==> src/rtl/frdm_pkg.sv <==
// Package for the frame ring descriptor manager: types, constants, codes.
`default_nettype none
package frdm_pkg;
  localparam int SLOT_DEPTH   = 16;
  localparam int DATA_DEPTH   = 4096;
  localparam int READER_COUNT = 4;
  localparam int SLOT_W       = 4;
  localparam int RDR_W        = 2;

  localparam logic [1:0] KIND_PUT    = 2'd0;
  localparam logic [1:0] KIND_GET    = 2'd1;
  localparam logic [1:0] KIND_FLUSH  = 2'd2;
  localparam logic [1:0] KIND_REOPEN = 2'd3;

  localparam logic [2:0] ST_OK       = 3'd0;
  localparam logic [2:0] ST_MISSED   = 3'd1;
  localparam logic [2:0] ST_STALE    = 3'd2;
  localparam logic [2:0] ST_OVERFLOW = 3'd3;
  localparam logic [2:0] ST_BADLEN   = 3'd4;
  localparam logic [2:0] ST_INCONS   = 3'd5;

  localparam logic CFG_SLOTS = 1'b0;
  localparam logic CFG_BYTES = 1'b1;

  typedef struct packed {
    logic [1:0]  kind;
    logic [1:0]  reader;
    logic [12:0] length;
    logic        want_last;
    logic        want_copy;
  } frdm_in_t;

  typedef struct packed {
    logic [2:0]  status;
    logic [11:0] offset;
    logic [12:0] frame_len;
    logic [63:0] sequence_res;
    logic [4:0]  evicted;
  } frdm_out_t;

  typedef struct packed {
    logic [63:0] seq;
    logic [12:0] len;
    logic [11:0] off;
  } slot_t;

  // memory port bundle between controller and slot table
  typedef struct packed {
    logic              rd_en;
    logic [SLOT_W-1:0] rd_addr;
    logic              wr_en;
    logic [SLOT_W-1:0] wr_addr;
    slot_t             wr_data;
  } slot_port_t;
endpackage
`default_nettype wire

==> src/rtl/frdm_slot_ram.sv <==
// Slot table: synchronous memory with valid bits and a registered read.
`default_nettype none
module frdm_slot_ram
  import frdm_pkg::*;
(
  input  wire logic       clk,
  input  wire logic       rst_n,
  input  wire logic       clear,
  input  wire slot_port_t port,
  output slot_t           rd_data
);
  slot_t                 mem [SLOT_DEPTH];
  logic [SLOT_DEPTH-1:0] vld_r;
  logic                  rvld_r;
  slot_t                 rraw_r;

  always_ff @(posedge clk) begin
    if (port.wr_en) mem[port.wr_addr] <= port.wr_data;
    if (port.rd_en) rraw_r <= mem[port.rd_addr];
  end

  always_ff @(posedge clk) begin
    if (!rst_n || clear) begin
      vld_r  <= '0;
      rvld_r <= 1'b0;
    end else begin
      if (port.wr_en) vld_r[port.wr_addr] <= 1'b1;
      if (port.rd_en) rvld_r <= vld_r[port.rd_addr];
    end
  end

  assign rd_data = rvld_r ? rraw_r : '0;
endmodule
`default_nettype wire

==> src/rtl/frame_ring_descriptor_manager.sv <==
// Top level of the frame ring descriptor manager: control sequencer and state.
//
// Input channel in_valid/in_ready/in_data carries put, get, flush and reopen
// commands; each gives exactly one result on out_valid/out_ready/out_data.
// cfg_valid/cfg_ready/cfg_index/cfg_data writes frame_slots (0) or
// data_bytes (1); a write clamps the value and clears the ring and readers.
// One command is worked at a time. The slot table has a registered read, so
// each slot access takes a read state plus a decide state. A rejected put
// gets its result at the input transfer; flush and reopen pass through one
// result state; a get reads and decides a slot and reads again when the first
// slot read is not the one picked; a put reads and decides the head slot,
// then reads and decides each slot walked while evicting, and a put that
// commits adds a commit state. The walk is at most 15 slots at 16 slots; the
// eviction walk sets the worst case. The next input transfer waits until the
// result transfer has emptied the output register.
// A result sits in an output register and holds the input off until it is
// taken; a stalled receiver stalls the input. Synchronous active-low reset
// clears the ring (valid bits of the slot table cleared at once) and sets
// both registers to their largest values; no clearing pass is needed.
`default_nettype none
module frame_ring_descriptor_manager
  import frdm_pkg::*;
(
  input  wire logic        clk,
  input  wire logic        rst_n,
  input  wire logic        in_valid,
  output logic             in_ready,
  input  wire frdm_in_t    in_data,
  output logic             out_valid,
  input  wire logic        out_ready,
  output frdm_out_t        out_data,
  input  wire logic        cfg_valid,
  output logic             cfg_ready,
  input  wire logic [0:0]  cfg_index,
  input  wire logic [12:0] cfg_data
);
  typedef enum logic [8:0] {
    S_IDLE  = 9'b000000001,
    S_HRD   = 9'b000000010,
    S_HCHK  = 9'b000000100,
    S_WRD   = 9'b000001000,
    S_WCHK  = 9'b000010000,
    S_PCOM  = 9'b000100000,
    S_GRD   = 9'b001000000,
    S_GCHK  = 9'b010000000,
    S_GRES  = 9'b100000000
  } state_t;

  state_t st_r, st_nxt;
  frdm_in_t  cmd_r;
  frdm_out_t res_r;
  logic      ov_r;
  logic [4:0]  slots_r;
  logic [12:0] bytes_r;
  logic [SLOT_W-1:0] head_r, wi_r, ri_r;
  logic [4:0]  free_s_r, walk_r, ev_r;
  logic [11:0] wp_r;
  logic [12:0] free_b_r;
  logic [63:0] newest_r;
  logic [63:0] rseq_r [READER_COUNT];
  logic [SLOT_W-1:0] rnx_r [READER_COUNT];
  logic clear;
  slot_port_t port;
  slot_t rd;

  frdm_slot_ram u_ram (.clk(clk), .rst_n(rst_n), .clear(clear), .port(port),
                       .rd_data(rd));

  logic cfg_go, in_go;
  assign cfg_ready = (st_r == S_IDLE);
  assign in_ready  = (st_r == S_IDLE) && !ov_r && !cfg_valid;
  assign cfg_go    = cfg_valid && cfg_ready;
  assign in_go     = in_valid && in_ready;
  assign clear     = cfg_go;
  assign out_valid = ov_r;
  assign out_data  = res_r;

  // modular helpers over slot indices
  function automatic logic [SLOT_W-1:0] wrap_add(input logic [5:0] a,
                                                 input logic [4:0] m);
    logic [5:0] t;
    t = (a >= {1'b0, m}) ? a - {1'b0, m} : a;
    return t[SLOT_W-1:0];
  endfunction

  logic [SLOT_W-1:0] last_idx, old_idx;
  assign last_idx = wrap_add({2'b0, head_r} + {1'b0, slots_r} - 6'd1, slots_r);
  assign old_idx  = wrap_add({2'b0, head_r} + {1'b0, free_s_r}, slots_r);

  logic [63:0] rs;
  logic [SLOT_W-1:0] nx;
  assign rs = rseq_r[cmd_r.reader];
  assign nx = rnx_r[cmd_r.reader];

  logic [13:0] fb_sum;
  logic [12:0] fb_rel;
  assign fb_sum = {1'b0, free_b_r} + {1'b0, rd.len};
  assign fb_rel = (fb_sum > {1'b0, bytes_r}) ? bytes_r : fb_sum[12:0];

  logic [12:0] wp_sum;
  logic [11:0] wp_next;
  assign wp_sum  = {1'b0, wp_r} + cmd_r.length;
  assign wp_next = (wp_sum >= bytes_r) ? 12'(wp_sum - bytes_r) : wp_sum[11:0];

  logic [4:0] cfg_clamp;
  assign cfg_clamp = (cfg_data[4:0] == 5'd0) ? 5'd1 :
                     (cfg_data[4:0] > 5'(SLOT_DEPTH)) ? 5'(SLOT_DEPTH) : cfg_data[4:0];
  logic [12:0] cfg_bclamp;
  assign cfg_bclamp = (cfg_data == 13'd0) ? 13'd1 :
                      (cfg_data > 13'(DATA_DEPTH)) ? 13'(DATA_DEPTH) : cfg_data;

  // puts rejected at the input get their result at the transfer
  frdm_out_t in_res;
  logic      in_rej;
  always_comb begin
    in_res = '0;
    in_rej = 1'b0;
    if (in_data.kind == KIND_PUT) begin
      if (in_data.length == 13'd0) begin
        in_res.status = ST_BADLEN; in_rej = 1'b1;
      end else if (in_data.length > bytes_r) begin
        in_res.status = ST_OVERFLOW; in_res.frame_len = in_data.length; in_rej = 1'b1;
      end
    end
  end

  // put walk control
  logic hdone, wdone, put_commit, walk_stop_pre;
  logic [12:0] fb_h;
  logic [4:0]  fs_h;
  logic [SLOT_W-1:0] old_idx_h;
  assign fb_h = (free_s_r == 5'd0 && rd.seq != 64'd0) ? fb_rel : free_b_r;
  assign fs_h = (free_s_r == 5'd0 && rd.seq != 64'd0) ? 5'd1 : free_s_r;
  assign old_idx_h = wrap_add({2'b0, head_r} + {1'b0, fs_h}, slots_r);
  // after head check, decide whether walk is needed
  assign walk_stop_pre = (fb_h >= cmd_r.length) || (old_idx_h == head_r);
  assign hdone = (st_r == S_HCHK) && walk_stop_pre;
  // in walk check: release current slot if occupied, then test stop
  logic [12:0] fb_w;
  logic [4:0]  fs_w;
  logic [SLOT_W-1:0] wi_n;
  assign fb_w = (rd.seq != 64'd0) ? fb_rel : free_b_r;
  assign fs_w = (rd.seq != 64'd0 && free_s_r < slots_r) ? free_s_r + 5'd1 : free_s_r;
  assign wi_n = wrap_add({2'b0, wi_r} + 6'd1, slots_r);
  assign wdone = (st_r == S_WCHK) &&
                 ((fb_w >= cmd_r.length) || (wi_n == head_r) ||
                  (walk_r + 5'd1 >= slots_r));
  logic [12:0] fb_f;
  logic [4:0]  fs_f, ev_f;
  always_comb begin
    if (st_r == S_HCHK) begin
      fb_f = fb_h; fs_f = fs_h;
      ev_f = (free_s_r == 5'd0) ? 5'd1 : 5'd0;
    end else begin
      fb_f = fb_w; fs_f = fs_w;
      ev_f = ev_r + ((rd.seq != 64'd0) ? 5'd1 : 5'd0);
    end
  end
  assign put_commit = (hdone || wdone) && (fb_f >= cmd_r.length) && (fs_f != 5'd0);

  // get selection
  logic [SLOT_W-1:0] gsel;
  always_comb begin
    if (cmd_r.want_last) gsel = last_idx;
    else if ({1'b0, nx} < slots_r && st_r == S_GCHK && rd.seq == rs + 64'd1 && ri_r == nx)
      gsel = nx;
    else if (rs == newest_r) gsel = last_idx;
    else gsel = old_idx;
  end

  logic stale;
  assign stale = ((rs == newest_r) && !cmd_r.want_copy) || (newest_r == 64'd0);

  // next state and slot table accesses
  always_comb begin
    st_nxt = st_r;
    port   = '0;
    unique case (st_r)
      S_IDLE: if (in_go) begin
        if (in_data.kind == KIND_PUT) st_nxt = in_rej ? S_IDLE : S_HRD;
        else if (in_data.kind == KIND_GET) st_nxt = S_GRD;
        else st_nxt = S_GRES;
      end
      S_HRD: begin
        port.rd_en = 1'b1; port.rd_addr = head_r; st_nxt = S_HCHK;
      end
      S_HCHK: begin
        if (free_s_r == 5'd0 && rd.seq != 64'd0) begin
          port.wr_en = 1'b1; port.wr_addr = head_r;
        end
        if (hdone) st_nxt = put_commit ? S_PCOM : S_IDLE;
        else st_nxt = S_WRD;
      end
      S_WRD: begin
        port.rd_en = 1'b1; port.rd_addr = wi_r; st_nxt = S_WCHK;
      end
      S_WCHK: begin
        if (rd.seq != 64'd0) begin
          port.wr_en = 1'b1; port.wr_addr = wi_r;
        end
        if (wdone) st_nxt = put_commit ? S_PCOM : S_IDLE;
        else st_nxt = S_WRD;
      end
      // new frame goes into the head slot after the last release landed
      S_PCOM: begin
        port.wr_en = 1'b1; port.wr_addr = head_r;
        port.wr_data.seq = newest_r + 64'd1;
        port.wr_data.len = cmd_r.length;
        port.wr_data.off = wp_r;
        st_nxt = S_IDLE;
      end
      S_GRD: begin
        port.rd_en = 1'b1; port.rd_addr = ri_r; st_nxt = S_GCHK;
      end
      S_GCHK: st_nxt = (!stale && gsel != ri_r) ? S_GRD : S_IDLE;
      S_GRES: st_nxt = S_IDLE;
      default: st_nxt = S_IDLE;
    endcase
  end

  logic res_done;
  assign res_done = (st_r != S_IDLE && st_nxt == S_IDLE) || (in_go && in_rej);

  always_ff @(posedge clk) begin
    if (!rst_n) begin
      st_r <= S_IDLE; ov_r <= 1'b0;
      slots_r <= 5'(SLOT_DEPTH); bytes_r <= 13'(DATA_DEPTH);
      head_r <= '0; free_s_r <= 5'(SLOT_DEPTH); wp_r <= '0;
      free_b_r <= 13'(DATA_DEPTH); newest_r <= '0;
      for (int k = 0; k < READER_COUNT; k++) begin
        rseq_r[k] <= '0; rnx_r[k] <= SLOT_W'(1);
      end
    end else begin
      st_r <= st_nxt;
      if (ov_r && out_ready) ov_r <= 1'b0;
      else if (res_done) ov_r <= 1'b1;
      if (cfg_go) begin
        if (cfg_index == CFG_SLOTS) begin
          slots_r <= cfg_clamp; free_s_r <= cfg_clamp; free_b_r <= bytes_r;
        end else begin
          bytes_r <= cfg_bclamp; free_s_r <= slots_r; free_b_r <= cfg_bclamp;
        end
        head_r <= '0; wp_r <= '0; newest_r <= '0;
        for (int k = 0; k < READER_COUNT; k++) begin
          rseq_r[k] <= '0; rnx_r[k] <= SLOT_W'(1);
        end
      end
      if (in_go) begin
        cmd_r <= in_data;
        res_r <= in_res;
        if (in_data.kind == KIND_GET) ri_r <= rnx_r[in_data.reader];
      end
      if (st_r == S_HCHK) begin
        free_b_r <= fb_h; free_s_r <= fs_h; ev_r <= ev_f;
        wi_r <= old_idx_h; walk_r <= '0;
      end
      if (st_r == S_WCHK) begin
        free_b_r <= fb_w; free_s_r <= fs_w; ev_r <= ev_f;
        wi_r <= wi_n; walk_r <= walk_r + 5'd1;
      end
      if ((hdone || wdone) && !put_commit) begin
        res_r.status <= ST_INCONS; res_r.evicted <= ev_f;
      end
      if (st_r == S_PCOM) begin
        res_r.status <= ST_OK; res_r.offset <= wp_r; res_r.evicted <= ev_r;
        res_r.frame_len <= cmd_r.length; res_r.sequence_res <= newest_r + 64'd1;
        newest_r <= newest_r + 64'd1; wp_r <= wp_next;
        free_b_r <= free_b_r - cmd_r.length; free_s_r <= free_s_r - 5'd1;
        head_r <= wrap_add({2'b0, head_r} + 6'd1, slots_r);
      end
      if (st_r == S_GCHK) begin
        if (stale) begin
          res_r.status <= ST_STALE;
        end else if (gsel != ri_r) begin
          ri_r <= gsel;
        end else begin
          if (rd.seq == 64'd0 || rs > rd.seq) res_r.status <= ST_INCONS;
          else if (rd.len > cmd_r.length) begin
            res_r.status <= ST_OVERFLOW; res_r.frame_len <= rd.len;
          end else begin
            res_r.status <= (rd.seq > rs + 64'd1) ? ST_MISSED : ST_OK;
            res_r.offset <= rd.off; res_r.frame_len <= rd.len;
            res_r.sequence_res <= rd.seq;
            rseq_r[cmd_r.reader] <= rd.seq;
            rnx_r[cmd_r.reader] <= wrap_add({2'b0, ri_r} + 6'd1, slots_r);
          end
        end
      end
      if (st_r == S_GRES) begin
        if (cmd_r.kind == KIND_FLUSH) begin
          rseq_r[cmd_r.reader] <= newest_r; rnx_r[cmd_r.reader] <= head_r;
          res_r.sequence_res <= newest_r;
        end else begin
          rseq_r[cmd_r.reader] <= '0; rnx_r[cmd_r.reader] <= SLOT_W'(1);
        end
      end
    end
  end

  a_no_accept_busy: assert property (@(posedge clk) disable iff (!rst_n)
    in_go |-> !ov_r) else $error("accept while result pending");
  a_hold: assert property (@(posedge clk) disable iff (!rst_n)
    (out_valid && !out_ready) |=> out_valid) else $error("result dropped");
  a_free: assert property (@(posedge clk) disable iff (!rst_n)
    free_s_r <= slots_r) else $error("free slot count beyond slots");
endmodule
`default_nettype wire

==> config.mk <==
export PLATFORM = sky130hd
export DESIGN_NAME = frame_ring_descriptor_manager
export DESIGN_NICKNAME = d
export VERILOG_FILES = /design/src/rtl/frdm_pkg.sv /design/src/rtl/frdm_slot_ram.sv /design/src/rtl/frame_ring_descriptor_manager.sv
export SDC_FILE = /design/constraint.sdc
export NUM_CORES = 2
export LEC_CHECK = 0
export ABC_AREA = 1
export BUFFER_PORTS_ARGS = -buffer_cell sky130_fd_sc_hd__buf_2
export CAP_MARGIN = 40
export CORE_MARGIN = 8
export CORE_UTILIZATION = 65
export DETAILED_ROUTE_END_ITERATION = 10
export GPL_TIMING_DRIVEN = 0
export PLACE_DENSITY = 0.82
export SLEW_MARGIN = 15
export SYNTH_ARGS = -nofsm -noshare
export SYNTH_HDL_FRONTEND = slang
export SYNTH_SLANG_ARGS = --single-unit
==> constraint.sdc <==
create_clock -name clk -period 22.1 [get_ports clk]
set_input_delay 3.315 -clock clk [delete_from_list [all_inputs] [get_ports clk]]
set_output_delay 3.315 -clock clk [all_outputs]
set_load 0.02 [all_outputs]
==> impl_results.md, run 1 <==
- Status: aborted with a tool error
- Last stage: global routing
- Err: [ERROR GRT-0232] Routing congestion too high. Check the congestion heatmap in the GUI.
- Die height: approximately 410 um
- GPL Wtd Cong: around 1.1
- Clock tree buffer depth: 3
- Initial Utilization: approximately 65%
- Avg Synthesized Cell Area: 9.643 um^2
- H-tree depth: 4
- Cells after Synth: 10.52k
- Placed inst area: 107700 um^2
- Compound-Gate Fraction of Synth Area: around a tenth
- Ys Warns: 0
- Initial antenna violation count: 46
- Top cell type's share of synthesized area: 56.83%
- Row count: around 150
- Simple-gate share of the synthesized area: about a fifth
- Largest family of logic cells by synthesized area: simple AND/OR/NAND/NOR gates
- Ports: 138
- Top cells by area, synth: edfxtp_1 (57%), nand2_1 (11%), a21oi_1 (4.5%)
- Prevailing post-synth register cell: edfxtp_1
- Largest net degree at the start of global routing: 64
- Yosys top cell by area: edfxtp_1
- Share of the yosys chip area belonging to registers: around 60%
- Seq cells post-synth: about 2.1k
- Hold_buf cts: 0
- Chip Width: between 400 and 500 um
- Post-synth EDFFs: about 1.9k
- Congestion Overflow GR: 34
- Distinct cells, synth: around 60
- Most common cell in the netlist: nand2_1
- Port-buffer cells: 136
- Cell Area, Synth: approximately 100000 um^2
- XOR/XNOR share of the synthesized area: under 10%
- Post-synth top cells: nand2_1 (3090), edfxtp_1 (1919), a21oi_1 (907), nor2_1 (867), inv_1 (740)
- Mux cell area share after synthesis: less than 1%
- Adder and majority gate portion of the synthesized area: 4.080%
- Asr flop ratio synth: 0%
- Gr usage total: 71.19%
- Post-CTS Resized: 0
- DP HPWL: between 300000 and 400000 um
- Setup Fix Bufs, Post-CTS: 0
- Clock sinks: between 2k and 2.5k
- Syn_nets: roughly 11k
- Inserted Clock Buffers: just under 200
- Root Driver: clkbuf_16
==> per-layer routing <==
metal | GRT overflow | global-route usage (%)
met1 | 3 | 72.01
met2 | 14 | 84.18
met3 | 2 | 60.52
met4 | 14 | 63.80
met5 | 1 | 48.91
==> cell families after synthesis <==
kind of cell	after synthesis
xor+xnor	142
simple gates	5033
fa+ha+maj	324
mux	1
compound gates	1646
buf+inv	1305
flops	2064
==> per-stage QoR <==
stage               hold slack (ps)  utilization [%]  cells  setup WS [ps]
CTS                           489.9            73.40  13250          11400
detailed placement            469.0            69.18  12880          11450
floorplan                     440.6                -  10520          14630
global placement              449.9            67.23  12710           8444
==> run 2: changes to the inputs <==
CORE_UTILIZATION = 40   (was 65)
PLACE_DENSITY = unset   (was 0.82)
PLACE_DENSITY_LB_ADDON = 0.15   (was unset)
==> run 2 against run 1 <==
Compared with the run above: the flow now finishes without violations; synthesized area did not move; synthesized cell count did not move.
==> impl_results.md, run 2 <==
- Distinct cells, synth: 59
- DR iter-0 viols: around 10k
- Chip Width: 519.5 um
- Worst vdd ir: approximately 0.081 mV
- Pwr per Cell Area: just under 80 nW/um^2
- Asr flop ratio synth: 0%
- Seq cells post-synth: between 2k and 2.5k
- Most frequent cells in the layout: nand2_1 (3086), edfxtp_1 (1919), a21oi_1 (905)
- Top cells by area, synth: edfxtp_1 (57%), nand2_1 (11%), a21oi_1 (4.5%)
- Share of the yosys chip area belonging to registers: 59.69%
- Initial Utilization: ~40%
- Setup TNS: 0 ps
- Ys Warns: 0
- Core Box Area: 253000 um^2
- DP HPWL: around 340000 um
- Root Driver: clkbuf_16
- Worst setup path class: reg -> reg
- Drc violations: 0
- CP max-delay cell: nor4_1
- Hold_buf cts: 0
- Cell Area, Synth: approximately 100000 um^2
- CTS tree: yes
- R2R cell count: between 40 and 50
- Clock slew at reported path FFs: roughly 60 ps
- Most common cell after layout, fill and taps aside: nand2_1
- Largest net degree at the start of global routing: between 60 and 70
- Placed cells: approximately 14k
- Max-cap violations: 0
- Port-buffer cells: about 140
- Post-synth top cells: nand2_1 (3090), edfxtp_1 (1919), a21oi_1 (907), nor2_1 (867), inv_1 (740)
- H-tree depth: 4
- Slew Viols, Final: 0
- Inserted Clock Buffers: 221
- Worst R2R End: rseq_r[3][44]$_SDFFCE_PN0P_
- HP Start: u_ram.vld_r[8]$_SDFFE_PP0P_
- Nets: 11.48k
- RSZ-0062 raised after global routing: false
- Delay-heaviest family, CP: simple AND/OR/NAND/NOR gates
- Detailed-route wire length per cell: approximately 30 um
- Avg Synthesized Cell Area: ~9.6 um^2
- Final hold violation count: 0
- Reg with most FFs: u_ram.mem
- Most Frequent Cell on Critical Path: nand2_1
- Worst EP required: roughly 23000 ps
- Worst-path maximum fanout: 36
- WL final: roughly 440000 um
- Die height: a little over 500 um
- Worst Setup Start Kind: register
- Min-delay worst type: reg -> reg
- First-pass GRT wire length: between 600000 and 700000 um
- Post-CTS Resized: 0
- Post-synth EDFFs: ~1.9k
- Clock tree buffer depth: 3
- Initial antenna violation count: 24
- Post-Layout Cell Count: around 15k
- Hold EP: u_ram.vld_r[8]$_SDFFE_PP0P_
- Fmax: 0.09039 GHz
- Worst Hold Depth: 2
- Row count: 185
- Clock sinks: about 2.1k
- Most common cell in the netlist: nand2_1
- Cells after Synth: 10.52k
- Crit-path max cell delay: ~590 ps
- Skew-Pair Late Insertion Delay: between 900 and 1000 ps
- Final setup viols: 0
- Min Tclk post-route: 11060 ps
- Setup Fix Bufs, Post-CTS: 0
- Syn_nets: around 11k
- GPL Wtd Cong: 0.9916
- Top cell type's share of synthesized area: 56.83%
- Worst Setup End Kind: register
- Worst-Margin Slew: 993.9 ps
- Antenna Violating Nets Remaining: 0
- Vias: roughly 84k
- Congestion Overflow GR: 0
- Leakage: 46.06 nW
- Worst relative slew slack: between 30% and 40%
- Ports: ~140
- Yosys top cell by area: edfxtp_1
- Layout cells sized above 1: between 8 and 9%
- Number of global-route vias before repair: roughly 80k
- Status: finished clean
- Prevailing post-synth register cell: edfxtp_1
- Die area: 269900 um^2
- Drt pass-1 iters: 7
- Bufs and invs on worst path: 10
- Skew final: ~94 ps
- Vias per cell: between 5 and 6
- Max reg flops: ~1.4k
- Gr usage total: a little under a third
- Crit path DAT: approximately 12000 ps
- Syn-to-layout area delta: 16.20%
- Reg2Reg Setup Slack: around 11000 ps
- Period Utilization, post-route: between 50% and 60%
## run 2: cell counts after synthesis
Identical to the previous run, type by type.
## run 2: power by group
group | internal (mW) | total [mW] | switching (mW)
Sequential | 4.31 | 4.37 | 0.0585
Clock | 2.17 | 3.84 | 1.66
Combinational | 0.262 | 0.906 | 0.644
## run 2: worst min-delay path: stages (launching register included)
cell and delay [ps]:
dfxtp_1 330, nor2_1 50, nor2_1 70
## run 2: cell families after synthesis
kind of cell / synth area share, %
AND/OR/NAND/NOR: 20.37
flip-flops: 59.69
AO/OA/AOI/OAI: 9.605
buffers and inverters: 5.012
adder cells (fa/ha/maj): 4.080
XOR/XNOR: 1.227
multiplexers: 0.009872
## run 2: layer usage
| layer | track usage [%] | share of wire (%) |
|---|---|---|
| met1 | 42.26 | 41 |
| met2 | 48.68 | 44 |
| met3 | 5.027 | 8.3 |
| met4 | 15.36 | 6.1 |
| met5 | 0 | 0.0064 |
## run 2: per-stage QoR
stage / util, % / hold slack (ps) / total power [mW] / area, um^2 / setup WS, ps
after floorplan: - / 440.6 / 4.972 / 101400 / 14630
after global placement: 42.01 / 449.6 / 5.315 / 106300 / 7297
after detailed placement: 43.55 / 459.8 / 5.332 / 110200 / 11320
after CTS: 46.49 / 474.6 / 9.125 / 117600 / 11300
after global routing: 46.56 / 490.8 / 9.375 / 117800 / 10670
final: 46.57 / 471.7 / 9.109 / 117800 / 11040
## run 2: worst max-delay path by stage
stage,startpoint,end,slack (ps),cells after the start
floorplan,register,rnx_r[0][0]$_SDFFCE_PN1P_,14630,43
global placement,u_ram.rvld_r$_SDFFE_PP0N_,u_ram.mem[7][69]$_DFFE_PP_,7300,15
detailed placement,register,rseq_r[3][44]$_SDFFCE_PN0P_,11320,43
CTS,register,rseq_r[3][25]$_SDFFCE_PN0P_,11300,43
global route,register,rseq_r[3][25]$_SDFFCE_PN0P_,10670,45
finish,register,rseq_r[3][44]$_SDFFCE_PN0P_,11040,43
## run 2: cell type report
cell class	count	area, um^2
antenna	11	27.53
buffer	552	2291
clock buffer	267	5807
clock inverter	150	1634
fill	23960	135200
inverter	753	2831
multi-input combinational	7146	36150
sequential	2064	60530
tap	3366	4212
timing repair buffer	379	4340
Power figures use the tool's default switching activity.
